$ cat config.mk
export PLATFORM = sky130hd
export DESIGN_NAME = window_thermostat_with_duty_bands_unit
export DESIGN_NICKNAME = d
export VERILOG_FILES = /design/src/rtl/core/wtd_pkg.sv /design/src/rtl/core/window_thermostat_with_duty_bands_unit.sv /design/src/rtl/core/wtd_cfg_regs.sv /design/src/rtl/core/wtd_core.sv
export SDC_FILE = /design/constraint.sdc
export NUM_CORES = 1
export LEC_CHECK = 0
export ABC_AREA = 1
export BUFFER_PORTS_ARGS = -buffer_cell sky130_fd_sc_hd__buf_2
export CORE_MARGIN = 10
export CORE_UTILIZATION = 55
export DETAILED_ROUTE_END_ITERATION = 10
export GPL_TIMING_DRIVEN = 0
export PLACE_DENSITY = 0.83
export SLEW_MARGIN = 10
export SYNTH_ARGS = -nofsm -noshare
export SYNTH_HDL_FRONTEND = slang
export SYNTH_HIERARCHICAL = 1
export SYNTH_SLANG_ARGS = --single-unit
$ cat constraint.sdc
create_clock -name aclk -period 3.68 [get_ports aclk]
set_clock_uncertainty 0.1 [all_clocks]
set_input_delay 0.368 -clock aclk [delete_from_list [all_inputs] [get_ports aclk]]
set_output_delay 0.368 -clock aclk [all_outputs]
set_load 0.01 [all_outputs]
$ cat src/rtl/core/wtd_pkg.sv
`timescale 1ns / 1ps
// Package for the window thermostat with duty bands.
// Holds widths, event and register codes, shared types and the conversion functions.
// No dependencies.
package wtd_pkg;

    localparam int ADC_BITS   = 10;
    localparam int TEMP_BITS  = 16;
    localparam int BYTE_BITS  = 8;
    localparam int FUNC_BITS  = 2;
    localparam int NUM_REGS   = 7;
    localparam int CFG_IDX_W  = 3;

    localparam int S_FIELD_W  = TEMP_BITS + ADC_BITS;
    localparam int S_TDATA_W  = ((S_FIELD_W + BYTE_BITS - 1) / BYTE_BITS) * BYTE_BITS;
    localparam int M_FIELD_W  = BYTE_BITS + 4 + BYTE_BITS;
    localparam int M_TDATA_W  = ((M_FIELD_W + BYTE_BITS - 1) / BYTE_BITS) * BYTE_BITS;

    localparam logic [7:0] WHOLE_MASK = 8'h7F;

    localparam int ADC_CMP_W   = 16;
    localparam int ADC_T_FULL  = 700;
    localparam int ADC_T_HIGH  = 350;
    localparam int ADC_T_MID   = 200;
    localparam int ADC_T_LOW   = 100;
    localparam logic [7:0] DUTY_FULL = 8'd255;
    localparam logic [7:0] DUTY_HIGH = 8'd170;
    localparam logic [7:0] DUTY_MID  = 8'd70;
    localparam logic [7:0] DUTY_LOW  = 8'd20;
    localparam logic [7:0] DUTY_OFF  = 8'd0;

    localparam logic [7:0] RST_HEATER_LOW  = 8'd30;
    localparam logic [7:0] RST_HEATER_HIGH = 8'd32;
    localparam logic [7:0] RST_FIRST_LOW   = 8'd26;
    localparam logic [7:0] RST_FIRST_HIGH  = 8'd28;
    localparam logic [7:0] RST_SECOND_LOW  = 8'd29;
    localparam logic [7:0] RST_SECOND_HIGH = 8'd29;
    localparam logic [7:0] RST_ALARM_LEVEL = 8'd100;

    typedef enum logic [FUNC_BITS-1:0] {
        FUNC_TEMP    = 2'd0,
        FUNC_ADC     = 2'd1,
        FUNC_MISSING = 2'd2,
        FUNC_IDLE    = 2'd3
    } func_t;

    typedef enum logic [CFG_IDX_W-1:0] {
        REG_HEATER_LOW  = 3'd0,
        REG_HEATER_HIGH = 3'd1,
        REG_FIRST_LOW   = 3'd2,
        REG_FIRST_HIGH  = 3'd3,
        REG_SECOND_LOW  = 3'd4,
        REG_SECOND_HIGH = 3'd5,
        REG_ALARM_LEVEL = 3'd6
    } reg_idx_t;

    typedef struct packed {
        logic [7:0] heater_low;
        logic [7:0] heater_high;
        logic [7:0] first_low;
        logic [7:0] first_high;
        logic [7:0] second_low;
        logic [7:0] second_high;
        logic [7:0] alarm_level;
    } cfg_regs_t;

    typedef struct packed {
        logic [7:0]        heater_duty;
        logic              first_on;
        logic              second_on;
        logic              buzz_on;
        logic              heat_allowed;
        logic signed [7:0] temp_whole;
    } wtd_state_t;

    // Sign/magnitude conversion, fraction dropped, whole part limited to 7 bits.
    function automatic logic signed [7:0] temp_to_whole(input logic [TEMP_BITS-1:0] word);
        logic [TEMP_BITS-1:0] mag;
        logic [7:0]           whole;
        mag   = word[TEMP_BITS-1] ? (~word + 1'b1) : word;
        whole = 8'(mag >> 4) & WHOLE_MASK;
        return word[TEMP_BITS-1] ? signed'(8'(-whole)) : signed'(whole);
    endfunction

    function automatic logic in_window(input logic [7:0] v, input logic [7:0] lo,
                                       input logic [7:0] hi);
        return (v >= lo) && (v <= hi);
    endfunction

    function automatic logic [7:0] duty_band(input logic [ADC_BITS-1:0] sample);
        logic [ADC_CMP_W-1:0] s;
        s = ADC_CMP_W'(sample);
        if (s >= ADC_CMP_W'(ADC_T_FULL)) begin
            return DUTY_FULL;
        end else if (s >= ADC_CMP_W'(ADC_T_HIGH)) begin
            return DUTY_HIGH;
        end else if (s >= ADC_CMP_W'(ADC_T_MID)) begin
            return DUTY_MID;
        end else if (s >= ADC_CMP_W'(ADC_T_LOW)) begin
            return DUTY_LOW;
        end else begin
            return DUTY_OFF;
        end
    endfunction

endpackage

$ cat src/rtl/core/window_thermostat_with_duty_bands_unit.sv
`timescale 1ns / 1ps
// Window thermostat with duty bands, top level.
// Path: input register, update logic, result register; a stalled result holds both registers.
// Throughput: one item per cycle unless the result stalls; the update logic is one pass.
// Reset (aresetn, synchronous, active low): pipeline empty, state cleared, registers at defaults.
// Depends on wtd_pkg, wtd_cfg_regs, wtd_core.
module window_thermostat_with_duty_bands_unit (
    input  logic                            aclk,
    input  logic                            aresetn,
    input  logic                            s_tvalid,
    output logic                            s_tready,
    input  logic [wtd_pkg::S_TDATA_W-1:0]   s_tdata,   // raw_temp[15:0], adc_sample[25:16]
    input  logic [wtd_pkg::FUNC_BITS-1:0]   s_tuser,   // func[1:0]
    output logic                            m_tvalid,
    input  logic                            m_tready,
    // heater_duty[7:0], first_on[8], second_on[9], buzz_on[10], heat_allowed[11],
    // temp_whole[19:12]
    output logic [wtd_pkg::M_TDATA_W-1:0]   m_tdata,
    input  logic                            cfg_valid,
    output logic                            cfg_ready,
    input  logic [wtd_pkg::CFG_IDX_W-1:0]   cfg_index,
    input  logic [7:0]                      cfg_data
);
    import wtd_pkg::*;

    logic                   in_valid_reg;
    logic [FUNC_BITS-1:0]   in_func_reg;
    logic [TEMP_BITS-1:0]   in_temp_reg;
    logic [ADC_BITS-1:0]    in_adc_reg;
    logic                   out_valid_reg;
    wtd_state_t             out_data_reg;
    wtd_state_t             state_next;
    cfg_regs_t              cfg;
    logic                   advance;
    logic                   s_accept;

    assign advance  = in_valid_reg && (!out_valid_reg || m_tready);
    assign s_tready = !in_valid_reg || advance;
    assign s_accept = s_tvalid && s_tready;

    wtd_cfg_regs u_cfg (
        .aclk      (aclk),
        .aresetn   (aresetn),
        .cfg_valid (cfg_valid),
        .cfg_ready (cfg_ready),
        .cfg_index (cfg_index),
        .cfg_data  (cfg_data),
        .cfg       (cfg)
    );

    wtd_core u_core (
        .aclk       (aclk),
        .aresetn    (aresetn),
        .item_valid (advance),
        .func       (in_func_reg),
        .raw_temp   (in_temp_reg),
        .adc_sample (in_adc_reg),
        .cfg        (cfg),
        .state_next (state_next)
    );

    always_ff @(posedge aclk) begin
        if (!aresetn) begin
            in_valid_reg <= 1'b0;
        end else if (s_tready) begin
            in_valid_reg <= s_tvalid;
        end
    end

    always_ff @(posedge aclk) begin
        if (s_accept) begin
            in_func_reg <= s_tuser;
            in_temp_reg <= s_tdata[TEMP_BITS-1:0];
            in_adc_reg  <= s_tdata[TEMP_BITS +: ADC_BITS];
        end
    end

    always_ff @(posedge aclk) begin
        if (!aresetn) begin
            out_valid_reg <= 1'b0;
        end else if (advance) begin
            out_valid_reg <= 1'b1;
        end else if (m_tready) begin
            out_valid_reg <= 1'b0;
        end
    end

    always_ff @(posedge aclk) begin
        if (advance) begin
            out_data_reg <= state_next;
        end
    end

    assign m_tvalid = out_valid_reg;
    assign m_tdata  = M_TDATA_W'({out_data_reg.temp_whole,
                                  out_data_reg.heat_allowed,
                                  out_data_reg.buzz_on,
                                  out_data_reg.second_on,
                                  out_data_reg.first_on,
                                  out_data_reg.heater_duty});

    assert property (@(posedge aclk) disable iff (!aresetn)
        advance |=> out_valid_reg)
        else $error("processed item did not reach the result register");

    assert property (@(posedge aclk) disable iff (!aresetn)
        (in_valid_reg && out_valid_reg && !m_tready) |=> in_valid_reg)
        else $error("input item dropped while result stalled");

endmodule

$ cat src/rtl/core/wtd_cfg_regs.sv
`timescale 1ns / 1ps
// Configuration register file: window bounds and alarm level.
// Depends on wtd_pkg.
module wtd_cfg_regs (
    input  logic                            aclk,
    input  logic                            aresetn,
    input  logic                            cfg_valid,
    output logic                            cfg_ready,
    input  logic [wtd_pkg::CFG_IDX_W-1:0]   cfg_index,
    input  logic [7:0]                      cfg_data,
    output wtd_pkg::cfg_regs_t              cfg
);
    import wtd_pkg::*;

    cfg_regs_t cfg_reg;
    cfg_regs_t cfg_next;

    assign cfg_ready = 1'b1;
    assign cfg       = cfg_reg;

    always_comb begin
        cfg_next = cfg_reg;
        if (cfg_valid) begin
            case (cfg_index)
                REG_HEATER_LOW:  cfg_next.heater_low  = cfg_data;
                REG_HEATER_HIGH: cfg_next.heater_high = cfg_data;
                REG_FIRST_LOW:   cfg_next.first_low   = cfg_data;
                REG_FIRST_HIGH:  cfg_next.first_high  = cfg_data;
                REG_SECOND_LOW:  cfg_next.second_low  = cfg_data;
                REG_SECOND_HIGH: cfg_next.second_high = cfg_data;
                REG_ALARM_LEVEL: cfg_next.alarm_level = cfg_data;
                default:         cfg_next = cfg_reg;
            endcase
        end
    end

    always_ff @(posedge aclk) begin
        if (!aresetn) begin
            cfg_reg.heater_low  <= RST_HEATER_LOW;
            cfg_reg.heater_high <= RST_HEATER_HIGH;
            cfg_reg.first_low   <= RST_FIRST_LOW;
            cfg_reg.first_high  <= RST_FIRST_HIGH;
            cfg_reg.second_low  <= RST_SECOND_LOW;
            cfg_reg.second_high <= RST_SECOND_HIGH;
            cfg_reg.alarm_level <= RST_ALARM_LEVEL;
        end else begin
            cfg_reg <= cfg_next;
        end
    end

endmodule

$ cat src/rtl/core/wtd_core.sv
`timescale 1ns / 1ps
// Thermostat state and per-item update: temperature, converter and sensor-missing events.
// Depends on wtd_pkg.
module wtd_core (
    input  logic                           aclk,
    input  logic                           aresetn,
    input  logic                           item_valid,
    input  logic [wtd_pkg::FUNC_BITS-1:0]  func,
    input  logic [wtd_pkg::TEMP_BITS-1:0]  raw_temp,
    input  logic [wtd_pkg::ADC_BITS-1:0]   adc_sample,
    input  wtd_pkg::cfg_regs_t             cfg,
    output wtd_pkg::wtd_state_t            state_next
);
    import wtd_pkg::*;

    wtd_state_t        state_reg;
    logic signed [7:0] value;
    logic [7:0]        value_u;
    logic              act;

    assign value   = temp_to_whole(raw_temp);
    assign value_u = 8'(value);
    // act needs a clear sign bit and the same whole value as the last temperature reading
    assign act     = !raw_temp[TEMP_BITS-1] && (value == state_reg.temp_whole);

    always_comb begin
        state_next = state_reg;
        case (func_t'(func))
            FUNC_TEMP: begin
                if (act) begin
                    if (in_window(value_u, cfg.heater_low, cfg.heater_high)) begin
                        state_next.heat_allowed = 1'b1;
                    end else begin
                        state_next.heat_allowed = 1'b0;
                        state_next.heater_duty  = DUTY_OFF;
                    end
                    state_next.first_on  = in_window(value_u, cfg.first_low, cfg.first_high);
                    state_next.second_on = in_window(value_u, cfg.second_low, cfg.second_high);
                    state_next.buzz_on   = value_u >= cfg.alarm_level;
                end
                state_next.temp_whole = value;
            end
            FUNC_ADC: begin
                if (state_reg.heat_allowed) begin
                    state_next.heater_duty = duty_band(adc_sample);
                end
            end
            FUNC_MISSING: begin
                state_next.heater_duty = DUTY_OFF;
                state_next.first_on    = 1'b0;
                state_next.second_on   = 1'b0;
            end
            default: state_next = state_reg;
        endcase
    end

    always_ff @(posedge aclk) begin
        if (!aresetn) begin
            state_reg <= '0;
        end else if (item_valid) begin
            state_reg <= state_next;
        end
    end

    // duty can only be nonzero while heating is allowed
    assert property (@(posedge aclk) disable iff (!aresetn)
        !state_reg.heat_allowed |-> (state_reg.heater_duty == DUTY_OFF))
        else $error("heater duty nonzero while heating not allowed");

    assert property (@(posedge aclk) disable iff (!aresetn)
        (item_valid && (func_t'(func) != FUNC_TEMP)) |=> $stable(state_reg.temp_whole))
        else $error("last reading changed by a non-temperature item");

endmodule

==> flow_metrics.py, run 1 <==
metrics = {
    "status": {
        "status": "finished, final reports clean",
    },
    "floorplan": {
        "dieArea_mm2": 0.01796,
        "dieWidth_um": 134.0,
        "core_area_mm2": 0.01267,
        "start_util_pct": 56.42,
        "num_rows": 41,
        "dieHeight_um": 134.0,
        "ios": 77,
    },
    "yosys": {
        "syn_avg_cell_area_um2": 7.721,
        "synth_cells": 926,
        "syn_area_mm2": 0.007149,
        "ys_warn_count": 6,
    },
    "sta": {
        "drv_slew": 0,
        "tightest_slew_ns": 0.9019,
        "period_minus_slack_ns": 3.541,
        "finalCritPeriodShare_pct": 96.22,
        "fin_hold_ws_ns": 0.02032,
        "slew_headroom_pct": 39.81,
        "finalSetupViolCount": 0,
        "fmax_ghz": 0.2824,
        "hold_viol": 0,
    },
    "clock_tree": {
        "clkLatencyLatePin_ns": 0.42,
        "h-tree-depth": 4,
        "cts_buffer_depth": 2,
        "cts.sinks": 121,
        "cts.clk_slew.worst_paths_ns": 0.06,
        "cts_buffers": 17,
        "cts_hold_buf": 0,
        "cts_tree": "built",
        "root_buffer": "clkbuf_16",
    },
    "route": {
        "postRouteAntennaNets": 0,
        "drc": 0,
        "avgRoutedWirePerCell_um": 15.02,
        "first_pass_iters": 7,
        "dr.first_iter.drc_count": 653,
        "drt_wl_total_um": 18110,
        "via_count": 6479,
        "via_per_inst": 5.372,
    },
    "final_layout": {
        "final_util_pct": 67.41,
        "syn2layout_area_growth_pct": 19.48,
        "largest_reg_flops": 56,
        "num_antenna_cells": 0,
        "drive_above_1_share_pct": 20.89,
        "instances_no_fill": 1206,
        "layout.nets": 1128,
        "design_area_mm2": 0.008542,
    },
    "global_routing": {
        "antenna_found_initial": 0,
        "grtUsageTotal_pct": 19.87,
        "grt_pass1_wl_um": 28840,
        "grt_pass1_vias": 6073,
        "grt_overflow": 0,
        "grt_start_max_net_pins": 24,
    },
    "placement": {
        "dpl_cell_area_mm2": 0.007695,
        "dp.cells": 1162,
        "hpwl_um": 12470,
        "port_buffers": 60,
        "gp_congestion": 0.9186,
    },
    "power_and_ir_drop": {
        "vdd_drop_max_v": 0.0003285,
        "powerDensity_mw_per_mm2": 467.5,
        "p_leak_uw": 0.004121,
        "finalPower_uw": 3993,
    },
    "flow_run": {
        "maxCapViolCount": 0,
    },
    "setup_path": {
        "critPathMaxFanout": 4,
        "start_kind": "register",
        "critical_path.top_delay_family": "simple AND/OR/NAND/NOR gates",
        "crit_path_top_delay_cell": "edfxtp_1",
        "endpoint_kind": "register",
        "crit_buf_inv": 6,
        "crit_type": "register to register",
        "slowest_delay_ns": 0.43,
        "cp.required_ns": 3.89,
        "crit_arrival_ns": 3.75,
        "crit_top_cell": "nand2_1",
        "crit_chain": "nor2_4, buf_6, nand3_2, nand2_1, nand2_1, nand2_2, inv_2, ha_4, inv_1, nand3_1, nand2_2, clkinvlp_4, buf_6, ha_1, nand2_1, o21ai_0, nand4_1, o211ai_1, o21ai_0, inv_1, nand3_1, nand3_2, nor2_1, nor2_1",
    },
    "worst_hold_path": {
        "hold_class": "input pin to register",
    },
}
## cell type report
class                   instances  area [um^2]
fillers                       975         4129
multi-input cells             634         3687
flip-flops and latches        121         2853
inverters                     149        571.8
clock buffers                  18        439.2
repair buffers                 73        412.9
well taps                     172        215.2
clock inverters                14        210.2
plain buffers                  25        152.6
## cell usage in the layout (no fill, tap or decap), types with 10 or more instances in the layout
cell type	n
nor2_4	12
buf_4	21
nor2_1	96
inv_1	135
dfxtp_1	78
buf_2	65
edfxtp_1	43
ha_1	54
o21ai_0	28
nand2_2	20
a21oi_1	42
nand3_2	17
clkbuf_16	17
nand2_1	189
nand3_1	97
inv_2	10
## metrics by stage
step / setup TNS [ns] / setup slack (ns)
floorplan: 0 / 0.4717
global placement: -6.849 / -0.4746
detailed placement: -6.007 / -0.4646
CTS: 0 / 0.02021
global route: -0.1913 / -0.05216
finish: 0 / 0.1392
## worst paths after layout
path | startpoint | to | slack, ns | depth (start not counted)
setup reg to reg | in_temp_reg[1]$_DFFE_PP_ | u_core/state_reg[11]$_SDFFE_PN0P_ | 0.14 | 24
setup / recovery | in_temp_reg[1]$_DFFE_PP_ | u_core/state_reg[11]$_SDFFE_PN0P_ | 0.14 | 24
hold / removal | s_tdata[19] | in_adc_reg[3]$_DFFE_PP_ | 0.02 | 1
hold reg to reg | u_cfg/cfg[11]$_SDFFE_PN1P_ | u_cfg/cfg[11]$_SDFFE_PN1P_ | 0.36 | 2
## what timing repair did
action | CTS | global route
buffers inserted | 3 | 9
pin swaps | 0 | 14
gates resized for setup | 9 | 22
endpoints found under the setup margin | 24 | 23
## where the power goes
| group | total [uW] | switching, uW | internal (uW) |
|---|---|---|---|
| logic | 672 | 430 | 242 |
| clock network | 1820 | 652 | 1170 |
| registers | 1500 | 40.5 | 1460 |
| total | 3990 | 1120 | 2870 |
## layer usage
layer / share of wire [%] / vias up / track usage [%]
met2: 48 / 266 / 33.09
met3: 7.6 / 50 / 5.489
met1: 41 / 2968 / 23.22
li1: - / 3195 / -
met5: 0 / - / 0
met4: 3.2 / 0 / 9.311
Power figures use the tool's default switching activity.
==> run 2: changes to the inputs <==
--- a/config.mk
+++ b/config.mk
@@ -5,13 +5,14 @@
 export SDC_FILE = /design/constraint.sdc
 export NUM_CORES = 1
 export LEC_CHECK = 0
-export ABC_AREA = 1
+export ABC_AREA = 0
 export BUFFER_PORTS_ARGS = -buffer_cell sky130_fd_sc_hd__buf_2
 export CORE_MARGIN = 10
 export CORE_UTILIZATION = 55
+export CTS_CLUSTER_DIAMETER = 50
 export DETAILED_ROUTE_END_ITERATION = 10
 export GPL_TIMING_DRIVEN = 0
-export PLACE_DENSITY = 0.83
+export PLACE_DENSITY_LB_ADDON = 0.12
 export SLEW_MARGIN = 10
 export SYNTH_ARGS = -nofsm -noshare
 export SYNTH_HDL_FRONTEND = slang
==> run 2 against run 1 <==
Compared with the run above:
- fmax fell by 12%
- largest power group unchanged
- power down 4.2%
- clock power is essentially flat
- final cell count fell by 18%
- area after synthesis down 4.3%
- critical endpoint is now m_tdata[5]$_DFFE_PP_
- via count fell by 13%
- routed wire length rose by 0.28%
- the flow now finishes with violations (negative setup slack)
==> flow_metrics.py, run 2 <==
metrics = {
    "status": {
        "status": "complete, but fails checks",
        "violations": "negative setup slack",
    },
    "placement": {
        "dp.cells": 926,
        "port_buffers": 58,
        "hpwl_um": 12090,
        "gp_congestion": 0.8822,
    },
    "final_layout": {
        "num_antenna_cells": 0,
        "largest_reg_flops": 56,
        "syn2layout_area_growth_pct": 27.89,
        "drive_above_1_share_pct": 26.19,
        "final_common_cell": "dfxtp_1",
        "final_cell_mix": "dfxtp_1, nand2_1, mux2i_1, buf_2, inv_1",
        "final_util_pct": 72.24,
        "regArea_mm2": 0.002853,
        "fillers": 864,
        "instances_no_fill": 989,
        "layout.nets": 915,
        "multi_input_area_mm2": 0.003974,
    },
    "sta": {
        "drv_slew": 0,
        "fin_hold_ws_ns": 0.01569,
        "finalCritPeriodShare_pct": 109.6,
        "hold_viol": 0,
        "slew_headroom_pct": 40.65,
        "fmax_ghz": 0.2480,
        "period_minus_slack_ns": 4.032,
        "tightest_slew_ns": 0.8809,
        "setup_slack_ns": -0.3515,
        "tns_ns": -6.235,
        "finalSetupViolCount": 22,
        "grt_setup_unrepaired": "yes",
    },
    "yosys": {
        "ys_warn_count": 6,
        "syn_avg_cell_area_um2": 9.830,
        "syn_area_mm2": 0.006842,
        "synth_cells": 696,
    },
    "route": {
        "first_pass_iters": 8,
        "dr.first_iter.drc_count": 504,
        "drc": 0,
        "postRouteAntennaNets": 0,
        "drt_wl_total_um": 18160,
        "via_count": 5611,
        "avgRoutedWirePerCell_um": 18.36,
        "via_per_inst": 5.673,
    },
    "setup_path": {
        "cp.required_ns": 3.73,
        "critPathMaxFanout": 8,
        "reg2reg_slack_ns": -0.35,
        "start_kind": "register",
        "endpoint_kind": "register",
        "crit_arrival_ns": 4.08,
        "crit_type": "register to register",
    },
    "clock_tree": {
        "cts_buffer_depth": 2,
        "cts.sinks": 121,
        "clkLatencyLatePin_ns": 0.42,
        "root_buffer": "clkbuf_16",
        "cts_tree": "built",
        "cts_buffers": 17,
        "cts_hold_buf": 0,
        "h-tree-depth": 4,
        "cts.clk_slew.worst_paths_ns": 0.06,
    },
    "power_and_ir_drop": {
        "p_leak_uw": 0.003874,
        "vdd_drop_max_v": 0.0002800,
        "swShare_pct": 25.29,
        "switching_power_uw": 967.3,
        "powerDensity_mw_per_mm2": 437.1,
        "p_seq_share_pct": 38.2,
        "comb_power_share_pct": 14.1,
        "p_int_uw": 2857,
        "clockPowerShare_pct": 47.7,
        "finalPower_uw": 3824,
    },
    "global_routing": {
        "grtUsageTotal_pct": 20.94,
        "grt_start_max_net_pins": 24,
        "grt_pass1_vias": 5845,
        "grt_overflow": 0,
        "grt_pass1_wl_um": 29630,
        "antenna_found_initial": 0,
    },
    "floorplan": {
        "num_rows": 40,
        "core_area_mm2": 0.01211,
        "dieWidth_um": 131.5,
        "start_util_pct": 56.49,
        "dieHeight_um": 131.5,
        "dieArea_mm2": 0.01730,
        "ios": 77,
    },
    "worst_hold_path": {
        "hold_class": "input pin to register",
    },
    "flow_run": {
        "maxCapViolCount": 0,
    },
}
==> run 2: metal layers <==
layer	track usage, %	wire (um)
met4	7.973	373
met5	0	0
met2	36.21	9057
met1	24.75	7927
met3	4.573	803
==> run 2: critical path, stage by stage (launching register included) <==
cell and delay (ns):
edfxtp_1 0.40, or4_4 0.55, o21ai_4 0.16, xor2_2 0.19, ha_4 0.21, nor3_4 0.05, nand4_1 0.14, o41ai_4 0.09
buf_4 0.17, xor2_4 0.20, buf_12 0.14, ha_4 0.17, a2111oi_4 0.18, o21ai_1 0.15, a21oi_2 0.24, o21ai_2 0.10
o31ai_4 0.27, buf_6 0.18, a21oi_2 0.06
==> run 2: timing repair <==
item / CTS / global route
pin swaps: 34 / 23
setup endpoints to repair: 24 / 24
buffers inserted: 27 / 4
gates resized for setup: 53 / 15
==> run 2: area by class of cell <==
class | instances | area share, %
multi-input cells | 483 | 45.42
well taps | 168 | 2.402
clock buffers | 21 | 5.749
plain buffers | 35 | 2.746
repair buffers | 90 | 6.721
clock inverters | 11 | 1.788
inverters | 60 | 2.574
flip-flops and latches | 121 | 32.60
==> run 2: worst paths after layout <==
check                                                start                    endpoint  cells past startpoint
worst min register to register  u_cfg/cfg[25]$_SDFFE_PN0P_  u_cfg/cfg[25]$_SDFFE_PN0P_                      2
worst max register to register    in_temp_reg[0]$_DFFE_PP_        m_tdata[5]$_DFFE_PP_                     18
worst min-delay path                           s_tdata[21]     in_adc_reg[5]$_DFFE_PP_                      1
worst max-delay path              in_temp_reg[0]$_DFFE_PP_        m_tdata[5]$_DFFE_PP_                     18
==> run 2: metrics by stage <==
step	setup WS [ns]	area [um^2]
floorplan	-0.2142	6957
global placement	-1.150	7457
detailed placement	-1.233	7486
CTS	-0.3066	8646
global route	-0.4731	8750
finish	-0.3515	8750
==> run 2: power by group through the flow <==
| stage | combinational [uW] | sequential (uW) | clock, uW |
|---|---|---|---|
| 2_1_floorplan | 289 | 1490 | 0 |
| 6_report | 539 | 1460 | 1830 |
| 3_3_place_gp | 405 | 1490 | 0 |
| 4_1_cts | 508 | 1460 | 1840 |
| 3_5_place_dp | 427 | 1490 | 0 |
| 5_1_grt | 587 | 1470 | 1890 |
==> run 3: changes to the inputs <==
--- a/config.mk
+++ b/config.mk
@@ -13,6 +13,7 @@
 export DETAILED_ROUTE_END_ITERATION = 10
 export GPL_TIMING_DRIVEN = 0
 export PLACE_DENSITY_LB_ADDON = 0.12
+export SETUP_SLACK_MARGIN = 0.5
 export SLEW_MARGIN = 10
 export SYNTH_ARGS = -nofsm -noshare
 export SYNTH_HDL_FRONTEND = slang
==> run 3 against run 2 <==
Compared with the run above:
- critical path depth fell by 2
- combinational power fell by 2%
- non-clock buffer count decreased by 4
- largest power group unchanged
- clock-buffer cell count is the same
- critical endpoint is now m_tdata[7]$_DFFE_PP_
- global-route usage is 0.95 points lower
- fmax is 3.4% lower
- setup slack got worse by 0.14 ns
- the run still ends with negative setup slack left
- design area fell by 2.0%
- hold slack better by 0.0017 ns
- final cell count decreased by 0.40%
==> flow_metrics.py, run 3 (same netlist as run 2, synthesis figures left out) <==
metrics = {
    "clock_tree": {
        "cts_buffer_depth": 2,
        "cts.sinks": 121,
        "cts_buffers": 17,
        "clkLatencyLatePin_ns": 0.42,
        "cts_hold_buf": 0,
        "cts_tree": "built",
        "root_buffer": "clkbuf_16",
        "h-tree-depth": 4,
        "cts.clk_slew.worst_paths_ns": 0.06,
    },
    "setup_path": {
        "critPathMaxFanout": 5,
        "start_kind": "register",
        "reg2reg_slack_ns": -0.49,
        "endpoint_kind": "register",
        "crit_path_top_delay_cell": "or4_4",
        "slowest_delay_ns": 0.55,
        "crit_type": "register to register",
        "crit_arrival_ns": 4.21,
        "cp.required_ns": 3.72,
        "crit_chain": "or4_4, o21ai_2, xor2_2, ha_4, nand3_4, o41ai_4, buf_4, xor2_4, ha_4, nand2_1, o21ai_0, o22a_2, o21ai_4, o31ai_4, buf_6, a21oi_1",
        "crit_top_cell": "ha_4",
    },
    "route": {
        "via_per_inst": 5.712,
        "drt_wl_total_um": 17610,
        "avgRoutedWirePerCell_um": 17.88,
        "postRouteAntennaNets": 0,
        "dr.first_iter.drc_count": 461,
        "drc": 0,
        "first_pass_iters": 7,
        "via_count": 5626,
    },
    "placement": {
        "dp.cells": 927,
        "gp_congestion": 0.8855,
        "dpl_cell_area_mm2": 0.007501,
        "post-place-ws_ns": -1.298,
        "port_buffers": 58,
        "hpwl_um": 12120,
    },
    "sta": {
        "tns_ns": -8.578,
        "finalCritPeriodShare_pct": 113.4,
        "grt_setup_unrepaired": "yes",
        "finalSetupViolCount": 23,
        "tightest_slew_ns": 0.9990,
        "hold_viol": 0,
        "slew_headroom_pct": 33.17,
        "setup_slack_ns": -0.4920,
        "period_minus_slack_ns": 4.172,
        "fmax_ghz": 0.2397,
        "drv_slew": 0,
    },
    "final_layout": {
        "num_antenna_cells": 0,
        "regArea_mm2": 0.002853,
        "multi_input_area_mm2": 0.003919,
        "layout.nets": 911,
        "drive_above_1_share_pct": 24.60,
        "final_cell_mix": "dfxtp_1, nand2_1, mux2i_1, buf_2, inv_1",
        "final_util_pct": 70.80,
        "syn2layout_area_growth_pct": 25.33,
        "final_common_cell": "dfxtp_1",
        "design_area_mm2": 0.008574,
        "largest_reg_flops": 56,
        "instances_no_fill": 985,
        "fillers": 907,
    },
    "floorplan": {
        "dieArea_mm2": 0.01730,
        "num_rows": 40,
        "dieWidth_um": 131.5,
        "dieHeight_um": 131.5,
        "core_area_mm2": 0.01211,
        "start_util_pct": 56.49,
        "ios": 77,
    },
    "power_and_ir_drop": {
        "vdd_drop_max_v": 0.0003443,
        "powerDensity_mw_per_mm2": 421.1,
        "p_leak_uw": 0.003819,
    },
    "status": {
        "status": "complete, but fails checks",
        "violations": "negative setup slack",
    },
    "worst_hold_path": {
        "hold_class": "input pin to register",
    },
    "global_routing": {
        "grt_start_max_net_pins": 17,
        "grtUsageTotal_pct": 19.98,
        "grt_overflow": 0,
        "grt_pass1_wl_um": 28280,
        "antenna_found_initial": 0,
        "grt_pass1_vias": 5652,
    },
    "flow_run": {
        "maxCapViolCount": 0,
    },
}
## run 3: changes by cell type in the layout (fill, tap and decap cells not counted), moves of 2 or more
cell       before  now
o21ai_2         5    7
clkinv_4        3    0
buf_6          14   10
clkinv_1        0    2
bufinv_16       3    1
ha_1           48   53
ha_4            9    4
and3_1          4    6
o21ai_1         7    2
o21ai_0        18   20
a21oi_1        26   28
clkinv_2        0    3
and3_4          2    0
## run 3: area by class of cell
cell class	count	area share (%)
Sequential cell	121	33.27
Timing Repair Buffer	86	6.333
Clock inverter	11	1.065
Inverter	60	2.627
Multi-Input combinational cell	483	45.70
Buffer	35	2.802
Clock buffer	21	5.749
Tap cell	168	2.451
## run 3: power breakdown
group          switching [uW]  leakage, uW  total, uW  internal (uW)
clock                     602     0.000277       1620           1020
sequential               29.4      0.00105       1460           1430
combinational             298      0.00249        529            231
## run 3: critical path, delay by kind of cell (launching register included)
kind	cells	cell delay [ns]
flip-flops	1	0.39
buffers and inverters	2	0.36
AND/OR/NAND/NOR	3	0.69
XOR/XNOR	2	0.48
AO/OA/AOI/OAI	7	1.46
adder cells (fa/ha/maj)	2	0.40
## run 3: worst paths after layout
kind                             start                        end  cells after the start
min reg2reg  u_cfg/cfg[4]$_SDFFE_PN0P_  u_cfg/cfg[4]$_SDFFE_PN0P_                      2
max reg2reg   in_temp_reg[3]$_DFFE_PP_       m_tdata[7]$_DFFE_PP_                     16
min                         s_tdata[0]   in_temp_reg[0]$_DFFE_PP_                      1
max           in_temp_reg[3]$_DFFE_PP_       m_tdata[7]$_DFFE_PP_                     16
## run 3: stage by stage
step	hold slack [ns]	power (uW)
global route	0.01244	3740
global placement	0.3441	1897
floorplan	0.3347	1780
finish	0.01737	3611
detailed placement	0.3496	1921
CTS	0.007857	3594
## run 3: what timing repair did
item                                    CTS  global route
buffers inserted                         24             1
endpoints found under the setup margin   30            26
gates cloned                              1             0
resized for setup                        30            20
pin swaps                                19             7
## run 3: metal layers
layer  wire length (um)  track usage, %  up-vias
met5                  0               0        -
met3                935           4.230       38
met2               8850           34.48      207
li1                   -               -     2679
met4                430           8.529        0
met1               7393           23.43     2702
